File: src/hw/rtl/imu_complementary_yaw_pitch_fusion_unit_assert.svh
// Assertion macros used by the fusion unit sequencer (cyp_ctrl).
`ifndef IMU_COMPLEMENTARY_YAW_PITCH_FUSION_UNIT_ASSERT_SVH
`define IMU_COMPLEMENTARY_YAW_PITCH_FUSION_UNIT_ASSERT_SVH
`ifndef SYNTH
`define CYP_ASSERT(lbl, clk, rstn, prop, msg) \
    lbl: assert property (@(posedge clk) disable iff (!rstn) prop) else $error(msg);
`define CYP_ASSERT_RST(lbl, clk, rstn, prop, msg) \
    lbl: assert property (@(posedge clk) (!rstn) |=> (prop)) else $error(msg);
`else
`define CYP_ASSERT(lbl, clk, rstn, prop, msg)
`define CYP_ASSERT_RST(lbl, clk, rstn, prop, msg)
`endif
`endif

File: src/hw/rtl/cyp_pkg.sv
// Shared types, constants and arithmetic helpers of the yaw/pitch fusion unit.
package cyp_pkg;

    localparam int COUNT_BITS   = 14;
    localparam int CORDIC_STEPS = 20;
    localparam int ITER_W       = 5;

    localparam logic signed [33:0] GYRO_SCALE = 34'sd4806318;
    localparam logic [10:0]        KP_MAX     = 11'd1311;
    localparam logic [31:0]        NORM_SEED  = 32'd3932160;
    localparam logic signed [31:0] HALF_TURN  = 32'sd11796480;

    typedef enum logic [2:0] {
        REG_BIAS_PITCH = 3'd0,
        REG_BIAS_YAW   = 3'd1,
        REG_YAW_GAIN   = 3'd2,
        REG_SLOPE      = 3'd3,
        REG_STILL_THR  = 3'd4,
        REG_BREAK      = 3'd5,
        REG_COMB_TIME  = 3'd6,
        REG_KAL_TIME   = 3'd7
    } t_reg;

    typedef enum logic [1:0] {
        SRC_GYRO = 2'd0,
        SRC_COMB = 2'd1,
        SRC_KAL  = 2'd2,
        SRC_EQ   = 2'd3
    } t_src;

    typedef enum logic [3:0] {
        M_NONE, M_DP, M_DY, M_YA, M_YB, M_SQX, M_SQY, M_SQZ, M_RED, M_PA, M_PB
    } t_mul;

    typedef enum logic [1:0] {
        A_NONE, A_LOAD, A_ADD
    } t_acc;

    typedef enum logic [3:0] {
        W_NONE, W_DP, W_DY, W_CYAW, W_NORM, W_REF, W_DEV, W_KP, W_ACCP, W_CPITCH,
        W_FINAL
    } t_wr;

    typedef struct packed {
        logic              load_in;
        t_mul              mul;
        t_acc              acc;
        t_wr               wr;
        logic              cinit;
        logic              citer;
        logic [ITER_W-1:0] iter;
    } t_cmd;

    typedef struct packed {
        logic out_free;
    } t_sts;

    function automatic logic signed [31:0] atan_deg(input logic [ITER_W-1:0] i);
        logic signed [31:0] r;
        case (i)
            5'd0:    r = 32'sd2949120;
            5'd1:    r = 32'sd1740967;
            5'd2:    r = 32'sd919879;
            5'd3:    r = 32'sd466945;
            5'd4:    r = 32'sd234379;
            5'd5:    r = 32'sd117304;
            5'd6:    r = 32'sd58666;
            5'd7:    r = 32'sd29335;
            5'd8:    r = 32'sd14668;
            5'd9:    r = 32'sd7334;
            5'd10:   r = 32'sd3667;
            5'd11:   r = 32'sd1833;
            5'd12:   r = 32'sd917;
            5'd13:   r = 32'sd458;
            5'd14:   r = 32'sd229;
            5'd15:   r = 32'sd115;
            5'd16:   r = 32'sd57;
            5'd17:   r = 32'sd29;
            5'd18:   r = 32'sd14;
            5'd19:   r = 32'sd7;
            default: r = 32'sd0;
        endcase
        return r;
    endfunction

    // round half away from zero, arithmetic shift by s
    function automatic logic signed [67:0] rnd_shift(input logic signed [67:0] v,
                                                     input logic [4:0] s);
        logic signed [67:0] h;
        logic signed [67:0] b;
        h = 68'sd1 <<< (s - 5'd1);
        if (!v[67]) begin
            b = v + h;
        end else begin
            b = v + ((68'sd1 <<< s) - 68'sd1 - h);
        end
        return b >>> s;
    endfunction

    function automatic logic signed [31:0] sat32(input logic signed [67:0] v);
        logic signed [31:0] r;
        if (v > 68'sd2147483647) begin
            r = 32'sh7fffffff;
        end else if (v < -68'sd2147483648) begin
            r = 32'sh80000000;
        end else begin
            r = v[31:0];
        end
        return r;
    endfunction

endpackage

File: src/hw/rtl/cyp_ctrl.sv
// Sequencer that steps the shared multiplier, accumulator and CORDIC.
`include "imu_complementary_yaw_pitch_fusion_unit_assert.svh"
module cyp_ctrl
    import cyp_pkg::*;
(
    input  logic i_clk,
    input  logic i_rst_n,
    input  logic i_in_valid,
    input  t_sts i_sts,
    output logic o_busy,
    output t_cmd o_cmd
);

    typedef enum logic [4:0] {
        S_IDLE, S_DP, S_DY, S_WDY, S_YA, S_YB, S_YADD, S_YW, S_SQX, S_SQY, S_SQZ,
        S_SQADD, S_NORM, S_REF, S_DEV, S_RED, S_KP, S_CINIT, S_CITER, S_ACCP,
        S_PA, S_PB, S_PADD, S_PW, S_FINAL
    } t_state;

    t_state            r_state, n_state;
    logic [ITER_W-1:0] r_iter, n_iter;
    t_cmd              w_cmd;

    always_comb begin
        w_cmd      = '0;
        w_cmd.mul  = M_NONE;
        w_cmd.acc  = A_NONE;
        w_cmd.wr   = W_NONE;
        w_cmd.iter = r_iter;
        n_state    = r_state;
        n_iter     = r_iter;
        case (r_state)
            S_IDLE: begin
                if (i_in_valid) begin
                    w_cmd.load_in = 1'b1;
                    n_state       = S_DP;
                end
            end
            S_DP:    begin w_cmd.mul = M_DP; n_state = S_DY; end
            S_DY:    begin w_cmd.wr = W_DP; w_cmd.mul = M_DY; n_state = S_WDY; end
            S_WDY:   begin w_cmd.wr = W_DY; n_state = S_YA; end
            S_YA:    begin w_cmd.mul = M_YA; n_state = S_YB; end
            S_YB:    begin w_cmd.acc = A_LOAD; w_cmd.mul = M_YB; n_state = S_YADD; end
            S_YADD:  begin w_cmd.acc = A_ADD; n_state = S_YW; end
            S_YW:    begin w_cmd.wr = W_CYAW; n_state = S_SQX; end
            S_SQX:   begin w_cmd.mul = M_SQX; n_state = S_SQY; end
            S_SQY:   begin w_cmd.acc = A_LOAD; w_cmd.mul = M_SQY; n_state = S_SQZ; end
            S_SQZ:   begin w_cmd.acc = A_ADD; w_cmd.mul = M_SQZ; n_state = S_SQADD; end
            S_SQADD: begin w_cmd.acc = A_ADD; n_state = S_NORM; end
            S_NORM:  begin w_cmd.wr = W_NORM; n_state = S_REF; end
            S_REF:   begin w_cmd.wr = W_REF; n_state = S_DEV; end
            S_DEV:   begin w_cmd.wr = W_DEV; n_state = S_RED; end
            S_RED:   begin w_cmd.mul = M_RED; n_state = S_KP; end
            S_KP:    begin w_cmd.wr = W_KP; n_state = S_CINIT; end
            S_CINIT: begin
                w_cmd.cinit = 1'b1;
                n_iter      = '0;
                n_state     = S_CITER;
            end
            S_CITER: begin
                w_cmd.citer = 1'b1;
                n_iter      = r_iter + 1'b1;
                if (r_iter == ITER_W'(CORDIC_STEPS - 1)) begin
                    n_state = S_ACCP;
                end
            end
            S_ACCP:  begin w_cmd.wr = W_ACCP; n_state = S_PA; end
            S_PA:    begin w_cmd.mul = M_PA; n_state = S_PB; end
            S_PB:    begin w_cmd.acc = A_LOAD; w_cmd.mul = M_PB; n_state = S_PADD; end
            S_PADD:  begin w_cmd.acc = A_ADD; n_state = S_PW; end
            S_PW:    begin w_cmd.wr = W_CPITCH; n_state = S_FINAL; end
            S_FINAL: begin
                if (i_sts.out_free) begin
                    w_cmd.wr = W_FINAL;
                    n_state  = S_IDLE;
                end
            end
            default: n_state = S_IDLE;
        endcase
    end

    always_ff @(posedge i_clk) begin
        if (!i_rst_n) begin
            r_state <= S_IDLE;
            r_iter  <= '0;
        end else begin
            r_state <= n_state;
            r_iter  <= n_iter;
        end
    end

    assign o_cmd  = w_cmd;
    assign o_busy = (r_state != S_IDLE);

    `CYP_ASSERT(a_iter_range, i_clk, i_rst_n, (r_state == S_CITER) |-> (r_iter < ITER_W'(CORDIC_STEPS)), "CORDIC step count out of range")
    `CYP_ASSERT(a_start, i_clk, i_rst_n, ((r_state == S_IDLE) && i_in_valid) |=> (r_state == S_DP), "transaction accepted without starting")
    `CYP_ASSERT(a_final, i_clk, i_rst_n, (w_cmd.wr == W_FINAL) |-> i_sts.out_free, "result written while output is held")
    `CYP_ASSERT_RST(a_reset_idle, i_clk, i_rst_n, (r_state == S_IDLE), "not idle after reset")

endmodule

File: config.mk
export PLATFORM = sky130hd
export DESIGN_NAME = cyp_ctrl
export DESIGN_NICKNAME = d
export VERILOG_FILES = /design/src/hw/rtl/cyp_pkg.sv /design/src/hw/rtl/cyp_ctrl.sv
export VERILOG_INCLUDE_DIRS = /design/src /design/src/hw/rtl
export SDC_FILE = /design/constraint.sdc
export NUM_CORES = 1
export LEC_CHECK = 0
export BUFFER_PORTS_ARGS = -buffer_cell sky130_fd_sc_hd__buf_2
export CORE_UTILIZATION = 55
export DETAILED_ROUTE_END_ITERATION = 6
export PLACE_DENSITY = 0.86
export SYNTH_ARGS = -nofsm -noshare
export SYNTH_HDL_FRONTEND = slang
export SYNTH_SLANG_ARGS = --single-unit
export TNS_END_PERCENT = 5
File: constraint.sdc
create_clock -name i_clk -period 2 [get_ports i_clk]
set_input_delay 0 -clock i_clk [delete_from_list [all_inputs] [get_ports i_clk]]
set_output_delay 0 -clock i_clk [all_outputs]
set_load 0.02 [all_outputs]
==> results_dict.tcl, run 1 <==
set metrics [dict create \
    vias_in_the_first_global_route 870 \
    tritoncts_sink_count 10 \
    synth_top_family_by_area "simple AND/OR/NAND/NOR gates" \
    final.setup_skew_ns 0.003309 \
    finalPower_mw 0.5434 \
    first_pass_iters 4 \
    layout_min_cycle_time_ns 1.827 \
    synthesis.instances 121 \
    synth-edff-count 0 \
    antennaDiodeCount 0 \
    total_leakage_power_nw 0.4340 \
    fmax_mhz 547.4 \
    die_h_um 42.78 \
    slew-limit-headroom_pct 53.81 \
    netlist_area_um2 914.6 \
    dp_cells 149 \
    seq_area_frac_synth_pct 21.89 \
    yosysWarnings 0 \
    worst_r2r_endpoint "r_iter[1]" \
    drcViolationCount 0 \
    hold_start "i_rst_n" \
    cts_inserted_buffers 3 \
    layout.cells.non_filler 153 \
    design.portCount 23 \
    syn_nets 126 \
    critPathArrivalTime_ns 1.83 \
    path_clk_slew_ns 0.07 \
    r2r-start "r_state[2]" \
    synth_cell_types 47 \
    crit_path_end_kind "output port" \
    finalHoldViolCount 0 \
    slew_violations 0 \
    synth_compound_area_share_pct 28.32 \
    drt-total-wl_um 2096 \
    synthXorXnorAreaFrac_pct 0.9576 \
    route.vias.total 969 \
    most-common-layout-cells "22 x buf_2, 10 x nand2_1, 10 x dfxtp_1" \
    design.core.area_mm2 0.001524 \
    status "finished, final reports clean" \
    global_route_wire_length_before_repair_um 3712 \
    post_drt_via_cell_ratio 6.333 \
    timing.final.setup_violations 0 \
    gp_congestion 0.7983 \
    gr-total-overflow 0 \
    r2r_cells 3 \
    cts_setup_buffers 0 \
    grt_max_degree 24 \
    final.period_utilization_pct 91.33 \
    reg2reg_slack_ns 0.41 \
    share_of_synthesized_cell_area_in_full_adder_half_adder_and_majority_cells_pct 1.368 \
    antenna_found_initial 0 \
    maxCapViolations 0 \
    worst_ir_drop_vdd_v 0.0002496 \
    min_delay_worst_endpoint "r_iter[2]" \
    hpwl_um 1473 \
    required_worst_endpoint_ns 2.00 \
    initial_utilization_pct 60.02 \
    place.port_buffers 22 \
    synthSimpleGateAreaFrac_pct 36.94 \
    critical_path.startpoint_type "flip-flop" \
    layout-drive-gt1-share_pct 24.09 \
    avgRoutedWirePerCell_um 13.70 \
    final_common_cell "buf_2" \
    whs_path_depth 3 \
    cts-root-to-sink-buffers 2 \
    initialDrtViolationCount 17 \
    worst_hold_path_type "in2reg" \
    tightestPinTransition_ns 0.6920 \
    cts-root-buf "clkbuf_4" \
    rsz0062_at_grt "false" \
    setup_tns_ns 0 \
    tritoncts "done" \
    p_per_area_mw_per_mm2 526.4 \
    synth.avg_cell_area_um2 7.559 \
    share_of_flip_flops_with_an_asynchronous_set_or_reset_pct 0 \
    placement_rows 14 \
    fp.dieW_um 42.78 \
    postCtsHoldBufs 0 \
    insertion_delay_ns 0.27 \
    cts_resized 0 \
    yosys_register_bits 10 \
    grt_usage_pct 25.63 \
    design.final.nets 143 \
    dominantRegCellSynth "dfxtp_1" \
    die_area_mm2 0.001830 \
    worst-setup-path-type "reg2out" \
    critPathMaxFanout 23 \
    syn2layout_area_growth_pct 12.86 \
    antenna_violating_nets_post_route 0 \
    cts.htree.levels 1 \
    muxShareOfSynthArea_pct 1.094 \
]
[final cells by class]
cell class	instances	area (µm²)
timing repair buffer	26	140.1
multi-input combinational	95	628.1
clock buffer	4	36.28
tap	16	20.02
inverter	2	7.507
fill	129	491.7
sequential	10	200.2
[synthesized netlist by cell type (all sizes together) (2+ instances only)]
library cell	number	area [µm²]
buf	11	67.56
a22oi	2	15.01
o31ai	3	32.53
nor2b	7	43.79
a21oi	8	40.04
nor2	9	33.78
o2bb2ai	2	17.52
and3	2	12.51
and4b	2	20.02
nand3b	2	15.01
inv	2	7.510
nand2b	6	37.54
nand4b	2	17.52
nor3b	3	22.52
a31oi	2	12.51
nor3	4	20.02
nand4	2	12.51
o21ai	4	20.02
dfxtp	10	200.2
a41oi	2	17.52
nand2	10	37.54
clkbuf	3	11.26
o22ai	2	12.51
[where the power goes]
group          internal [mW]  total [mW]  switching, mW
registers              0.205       0.221         0.0165
clock network          0.111       0.183         0.0728
logic                 0.0519       0.138         0.0866
total                  0.367       0.543          0.176
[stage by stage]
stage / setup slack (ns) / hold slack [ns] / utilization (%) / instance area [µm²]
global placement: 0.4926 / 0.3277 / 65.35 / 996.0
floorplan: 0.6219 / 0.1337 / - / 914.6
global route: 0.03689 / 0.08751 / 67.73 / 1032
finish: 0.1733 / 0.06679 / 67.73 / 1032
CTS: 0.1794 / 0.05949 / 67.73 / 1032
detailed placement: 0.4488 / 0.3394 / 65.35 / 996.0
[critical path, cell delays in order, from the launching register on]
cell,delay [ns]
dfxtp_1,0.77
nor3b_1,0.35
o21bai_1,0.11
o21ai_0,0.14
buf_2,0.18
[metal layers]
metal,vias to the layer above,track usage [%],share of wire (%)
li1,487,-,-
met1,454,32.99,46
met2,24,42.12,50
met3,4,2.979,3.1
met4,0,11.88,1.3
met5,-,0,0
[registers in the layout (all words and copies together) (netlist names)]
register and cells:
r_state 5, r_iter 5
[logic make-up (layout without fill, tap and decap cells)]
family | after synthesis | count (layout)
xor gates and xnor gates | 1 | 1
and+or+nand+nor | 56 | 56
DFF | 10 | 10
AOI/OAI and AO/OA | 36 | 36
adders and majority gates | 1 | 1
muxes | 1 | 1
buffers and inverters | 16 | 32
[how the worst max path moves through the flow]
stage                     startpoint         to  slack (ns)  cells after the start
final                     r_state[2]  o_cmd[14]        0.17                      4
after floorplan           r_state[3]  o_cmd[14]        0.62                      5
after global placement    r_state[2]  r_iter[3]        0.49                      3
after detailed placement  r_state[2]  r_iter[1]        0.45                      3
after global routing      r_state[2]  o_cmd[14]        0.04                      4
after CTS                 r_state[2]  o_cmd[14]        0.18                      4
(Power assumes the default switching activity.)
==> run 2: changes to the inputs <==
--- a/config.mk
+++ b/config.mk
@@ -7,9 +7,11 @@
 export NUM_CORES = 1
 export LEC_CHECK = 0
 export BUFFER_PORTS_ARGS = -buffer_cell sky130_fd_sc_hd__buf_2
-export CORE_UTILIZATION = 55
+export CELL_PAD_IN_SITES_DETAIL_PLACEMENT = 1
+export CELL_PAD_IN_SITES_GLOBAL_PLACEMENT = 2
+export CORE_UTILIZATION = 31
 export DETAILED_ROUTE_END_ITERATION = 6
-export PLACE_DENSITY = 0.86
+export PLACE_DENSITY = 0.87
 export SYNTH_ARGS = -nofsm -noshare
 export SYNTH_HDL_FRONTEND = slang
 export SYNTH_SLANG_ARGS = --single-unit
==> results_dict.tcl, run 2 (synthesized netlist as in run 1, its figures left out) <==
set metrics [dict create \
    insertion_delay_ns 0.26 \
    drcViolationCount 0 \
    first_pass_iters 3 \
    initialDrtViolationCount 15 \
    design.final.nets 143 \
    timing.final.setup_violations 0 \
    fp.dieW_um 56.32 \
    grt_max_degree 24 \
    slew_violations 0 \
    status "finished, final reports clean" \
    multi_input_area_um2 628.1 \
    postCtsHoldBufs 0 \
    most-common-layout-cells "22 x buf_2, 10 x nand2_1, 10 x dfxtp_1" \
    avgRoutedWirePerCell_um 15.11 \
    drt-total-wl_um 2538 \
    layout-drive-gt1-share_pct 24.09 \
    required_worst_endpoint_ns 2.00 \
    path_clk_slew_ns 0.07 \
    placement_rows 19 \
    cts-root-to-sink-buffers 2 \
    global_route_wire_length_before_repair_um 4257 \
    wl_met3_um 67 \
    die_h_um 56.32 \
    route.vias.total 969 \
    cts.htree.levels 1 \
    slew-limit-headroom_pct 52.38 \
    topRoutingLayerUsed "met4" \
    syn2layout_area_growth_pct 16.28 \
    reg2reg_slack_ns 0.38 \
    setup_tns_ns 0 \
    antenna_found_initial 0 \
    worst-setup-path-type "reg2out" \
    tightestPinTransition_ns 0.7134 \
    biggestRegsByFlops "r_iter x5, r_state x5" \
    gr-total-overflow 0 \
    p_per_area_mw_per_mm2 524.5 \
    cts_setup_buffers 0 \
    post_drt_via_cell_ratio 5.768 \
    grt_usage_pct 16.80 \
    final_util_pct 38.24 \
    worst_hold_path_type "in2reg" \
    wl_met2_um 1185 \
    final.setup_skew_ns 0.001878 \
    tritoncts "done" \
    n_fill_cell 355 \
    place.port_buffers 22 \
    r2r-start "r_state[2]" \
    finalHoldViolCount 0 \
    fmax_mhz 540.9 \
    antenna_violating_nets_post_route 0 \
    register_area_um2 200.2 \
    gp_congestion 0.7170 \
    critical_path_origin "r_state[1]" \
    tritoncts_sink_count 10 \
    rsz0062_at_grt "false" \
    final_common_cell "buf_2" \
    design.core.area_mm2 0.002781 \
    vias_in_the_first_global_route 912 \
    cts_resized 0 \
    die_area_mm2 0.003171 \
    design.portCount 23 \
    total_leakage_power_nw 0.4372 \
    layout_min_cycle_time_ns 1.849 \
    final.period_utilization_pct 92.44 \
    hpwl_um 1773 \
    cts_inserted_buffers 3 \
    cts-root-buf "clkbuf_4" \
    critical_path.startpoint_type "flip-flop" \
    initial_utilization_pct 32.88 \
    worst_ir_drop_vdd_v 0.0002082 \
    hold_start "i_rst_n" \
    maxCapViolations 0 \
    crit_path_end_kind "output port" \
    antennaDiodeCount 0 \
    critPathMaxFanout 11 \
    wirelength_met1_um 1267 \
    critPathArrivalTime_ns 1.85 \
    worst_hold_slack_across_all_endpoints_ns 0.07650 \
]
-- run 2: worst max-delay path, cell delays in order, from the launching register on --
cell and delay, ns:
dfxtp_1 0.61, nand2b_1 0.31, o31a_1 0.33, o22ai_1 0.15, buf_2 0.19
-- run 2: where the power goes --
part / internal [mW] / leakage (nW) / switching [mW]
combinational: 0.0574 / 0.335 / 0.0877
sequential: 0.205 / 0.0810 / 0.0225
clock: 0.110 / 0.0210 / 0.0749
total: 0.373 / 0.437 / 0.185
-- run 2: layout make-up --
cell class | instances | area share [%]
flip-flops and latches | 10 | 18.82
inverters | 2 | 0.7059
repair buffers | 26 | 14.35
multi-input cells | 95 | 59.06
well taps | 31 | 3.647
clock buffers | 4 | 3.412
-- run 2: final timing paths --
check,to,depth (start not counted)
setup reg to reg,r_iter[3],3
hold / removal,r_iter[2],3
setup / recovery,o_cmd[7],4
hold reg to reg,r_iter[1],2
-- run 2: per-layer routing --
layer	vias to the layer above	GRT usage [%]
li1	482	-
met1	469	22.10
met2	16	27.21
met3	2	2.765
met4	0	6.969
met5	-	0
-- run 2: per-stage QoR --
stage	area (µm²)	power (mW)	instances	setup WS [ns]
after floorplan	914.6	0.3307	121	0.6219
after global placement	1027	0.3729	164	0.4504
after detailed placement	1027	0.3761	164	0.3840
after CTS	1064	0.5648	168	0.1577
after global routing	1064	0.5895	168	0.001507
final	1064	0.5578	168	0.1512
==> run 3: changes to the inputs <==
--- a/config.mk
+++ b/config.mk
@@ -6,12 +6,12 @@
 export SDC_FILE = /design/constraint.sdc
 export NUM_CORES = 1
 export LEC_CHECK = 0
-export BUFFER_PORTS_ARGS = -buffer_cell sky130_fd_sc_hd__buf_2
 export CELL_PAD_IN_SITES_DETAIL_PLACEMENT = 1
 export CELL_PAD_IN_SITES_GLOBAL_PLACEMENT = 2
-export CORE_UTILIZATION = 31
+export CORE_UTILIZATION = 37
 export DETAILED_ROUTE_END_ITERATION = 6
-export PLACE_DENSITY = 0.87
+export DONT_BUFFER_PORTS = 1
+export PLACE_DENSITY = 0.86
 export SYNTH_ARGS = -nofsm -noshare
 export SYNTH_HDL_FRONTEND = slang
 export SYNTH_SLANG_ARGS = --single-unit
==> results_dict.tcl, run 3 (synthesized netlist as in run 1, its figures left out) <==
set metrics [dict create \
    worst_hold_path_type "in2reg" \
    antennaDiodeCount 0 \
    worst-setup-path-type "reg2out" \
    total_leakage_power_nw 0.3603 \
    first_pass_iters 4 \
    cts_inserted_buffers 3 \
    grt_max_degree 17 \
    p_per_area_mw_per_mm2 547.7 \
    finalHoldViolCount 0 \
    initial_utilization_pct 40.19 \
    rsz0062_at_grt "false" \
    cts_resized 0 \
    timing.final.setup_violations 0 \
    stdcell_area_mm2 0.001002 \
    fmax_mhz 581.6 \
    top_usage_layer "met2" \
    hold_start "i_rst_n" \
    r2r-start "r_iter[1]" \
    drt-total-wl_um 2503 \
    status "finished, final reports clean" \
    worst_hold_slack_across_all_endpoints_ns 0.03296 \
    grt_usage_pct 20.78 \
    design.final.nets 129 \
    hpwl_um 1793 \
    antenna_found_initial 0 \
    avgRoutedWirePerCell_um 16.58 \
    design.portCount 23 \
    placement_rows 17 \
    die_h_um 51.72 \
    fp.dieW_um 51.72 \
    min_delay_worst_endpoint "r_iter[1]" \
    initialDrtViolationCount 11 \
    tritoncts_sink_count 10 \
    dpl-instance-area_um2 945.9 \
    globalRouteMet3Util_pct 1.170 \
    drcViolationCount 0 \
    postCtsHoldBufs 2 \
    final.period_utilization_pct 85.97 \
    layout.cells.non_filler 151 \
    biggestRegsByFlops "r_iter x5, r_state x5" \
    layout-drive-gt1-share_pct 13.82 \
    slew_violations 0 \
    reg2reg_slack_ns 0.47 \
    syn2layout_area_growth_pct 9.576 \
    critPathArrivalTime_ns 1.72 \
    cts.htree.levels 1 \
    setup_tns_ns 0 \
    post_drt_via_cell_ratio 6.053 \
    final.setup_skew_ns 0.002398 \
    insertion_delay_ns 0.27 \
    crit_path_end_kind "output port" \
    vias_in_the_first_global_route 883 \
    global_route_wire_length_before_repair_um 4153 \
    antenna_violating_nets_post_route 0 \
    grt.met1_usage_pct 25.00 \
    cts_setup_buffers 0 \
    dp_cells 145 \
    design.core.area_mm2 0.002276 \
    die_area_mm2 0.002675 \
    place.port_buffers 0 \
    critical_path.startpoint_type "flip-flop" \
    tritoncts "done" \
    cts-root-buf "clkbuf_4" \
    layout_min_cycle_time_ns 1.719 \
    r2r_cells 4 \
    whs_path_depth 2 \
    worst_r2r_endpoint "r_state[0]" \
    gp_congestion 0.7290 \
    gr-total-overflow 0 \
    finalPower_mw 0.5489 \
    tightestPinTransition_ns 0.4545 \
    critPathMaxFanout 14 \
    cts-root-to-sink-buffers 2 \
    route.vias.total 914 \
    most-common-layout-cells "10 x nand2_1, 10 x buf_4, 10 x dfxtp_1" \
    required_worst_endpoint_ns 2.00 \
    grtUsageMet2_pct 36.80 \
    worst_ir_drop_vdd_v 0.0002906 \
    path_clk_slew_ns 0.07 \
    slew-limit-headroom_pct 69.66 \
    maxCapViolations 0 \
]
run 3: layout make-up:
class                           instances  area (µm²)
Sequential cell                        10       200.2
Inverter                                2       7.507
Multi-Input combinational cell         95       628.1
Fill cell                             300        1274
Timing Repair Buffer                   12       95.09
Clock buffer                            4       36.28
Tap cell                               28       35.03
run 3: power breakdown:
group / switching (mW) / internal [mW] / total (mW)
logic: 0.0937 / 0.0526 / 0.146
registers: 0.0129 / 0.205 / 0.218
clock network: 0.0741 / 0.111 / 0.185
total: 0.181 / 0.368 / 0.549
run 3: critical path, cell delays in order (launching register included):
cell,delay (ns)
dfxtp_1,0.60
buf_4,0.27
nor2b_1,0.18
a22oi_1,0.08
nor2_1,0.32
run 3: worst max path at each step:
stage,startpoint,to,slack [ns],cells after the start
after floorplan,r_state[3],o_cmd[14],0.62,5
after global placement,r_state[3],r_iter[1],0.51,3
after detailed placement,r_state[3],r_iter[1],0.49,3
after CTS,r_state[3],o_cmd[10],0.26,4
after global routing,r_state[3],o_cmd[15],0.15,4
final,r_state[3],o_cmd[15],0.28,4
run 3: per-stage QoR:
stage	setup WS (ns)	utilization [%]
finish	0.2806	44.04
floorplan	0.6219	-
global placement	0.5120	41.56
CTS	0.2636	44.04
global route	0.1476	44.04
detailed placement	0.4893	41.56
run 3: metal layers:
metal | up-vias | wire length, µm
li1 | 451 | -
met1 | 437 | 1135
met2 | 22 | 1251
met3 | 4 | 74
met4 | 0 | 42
met5 | - | 0
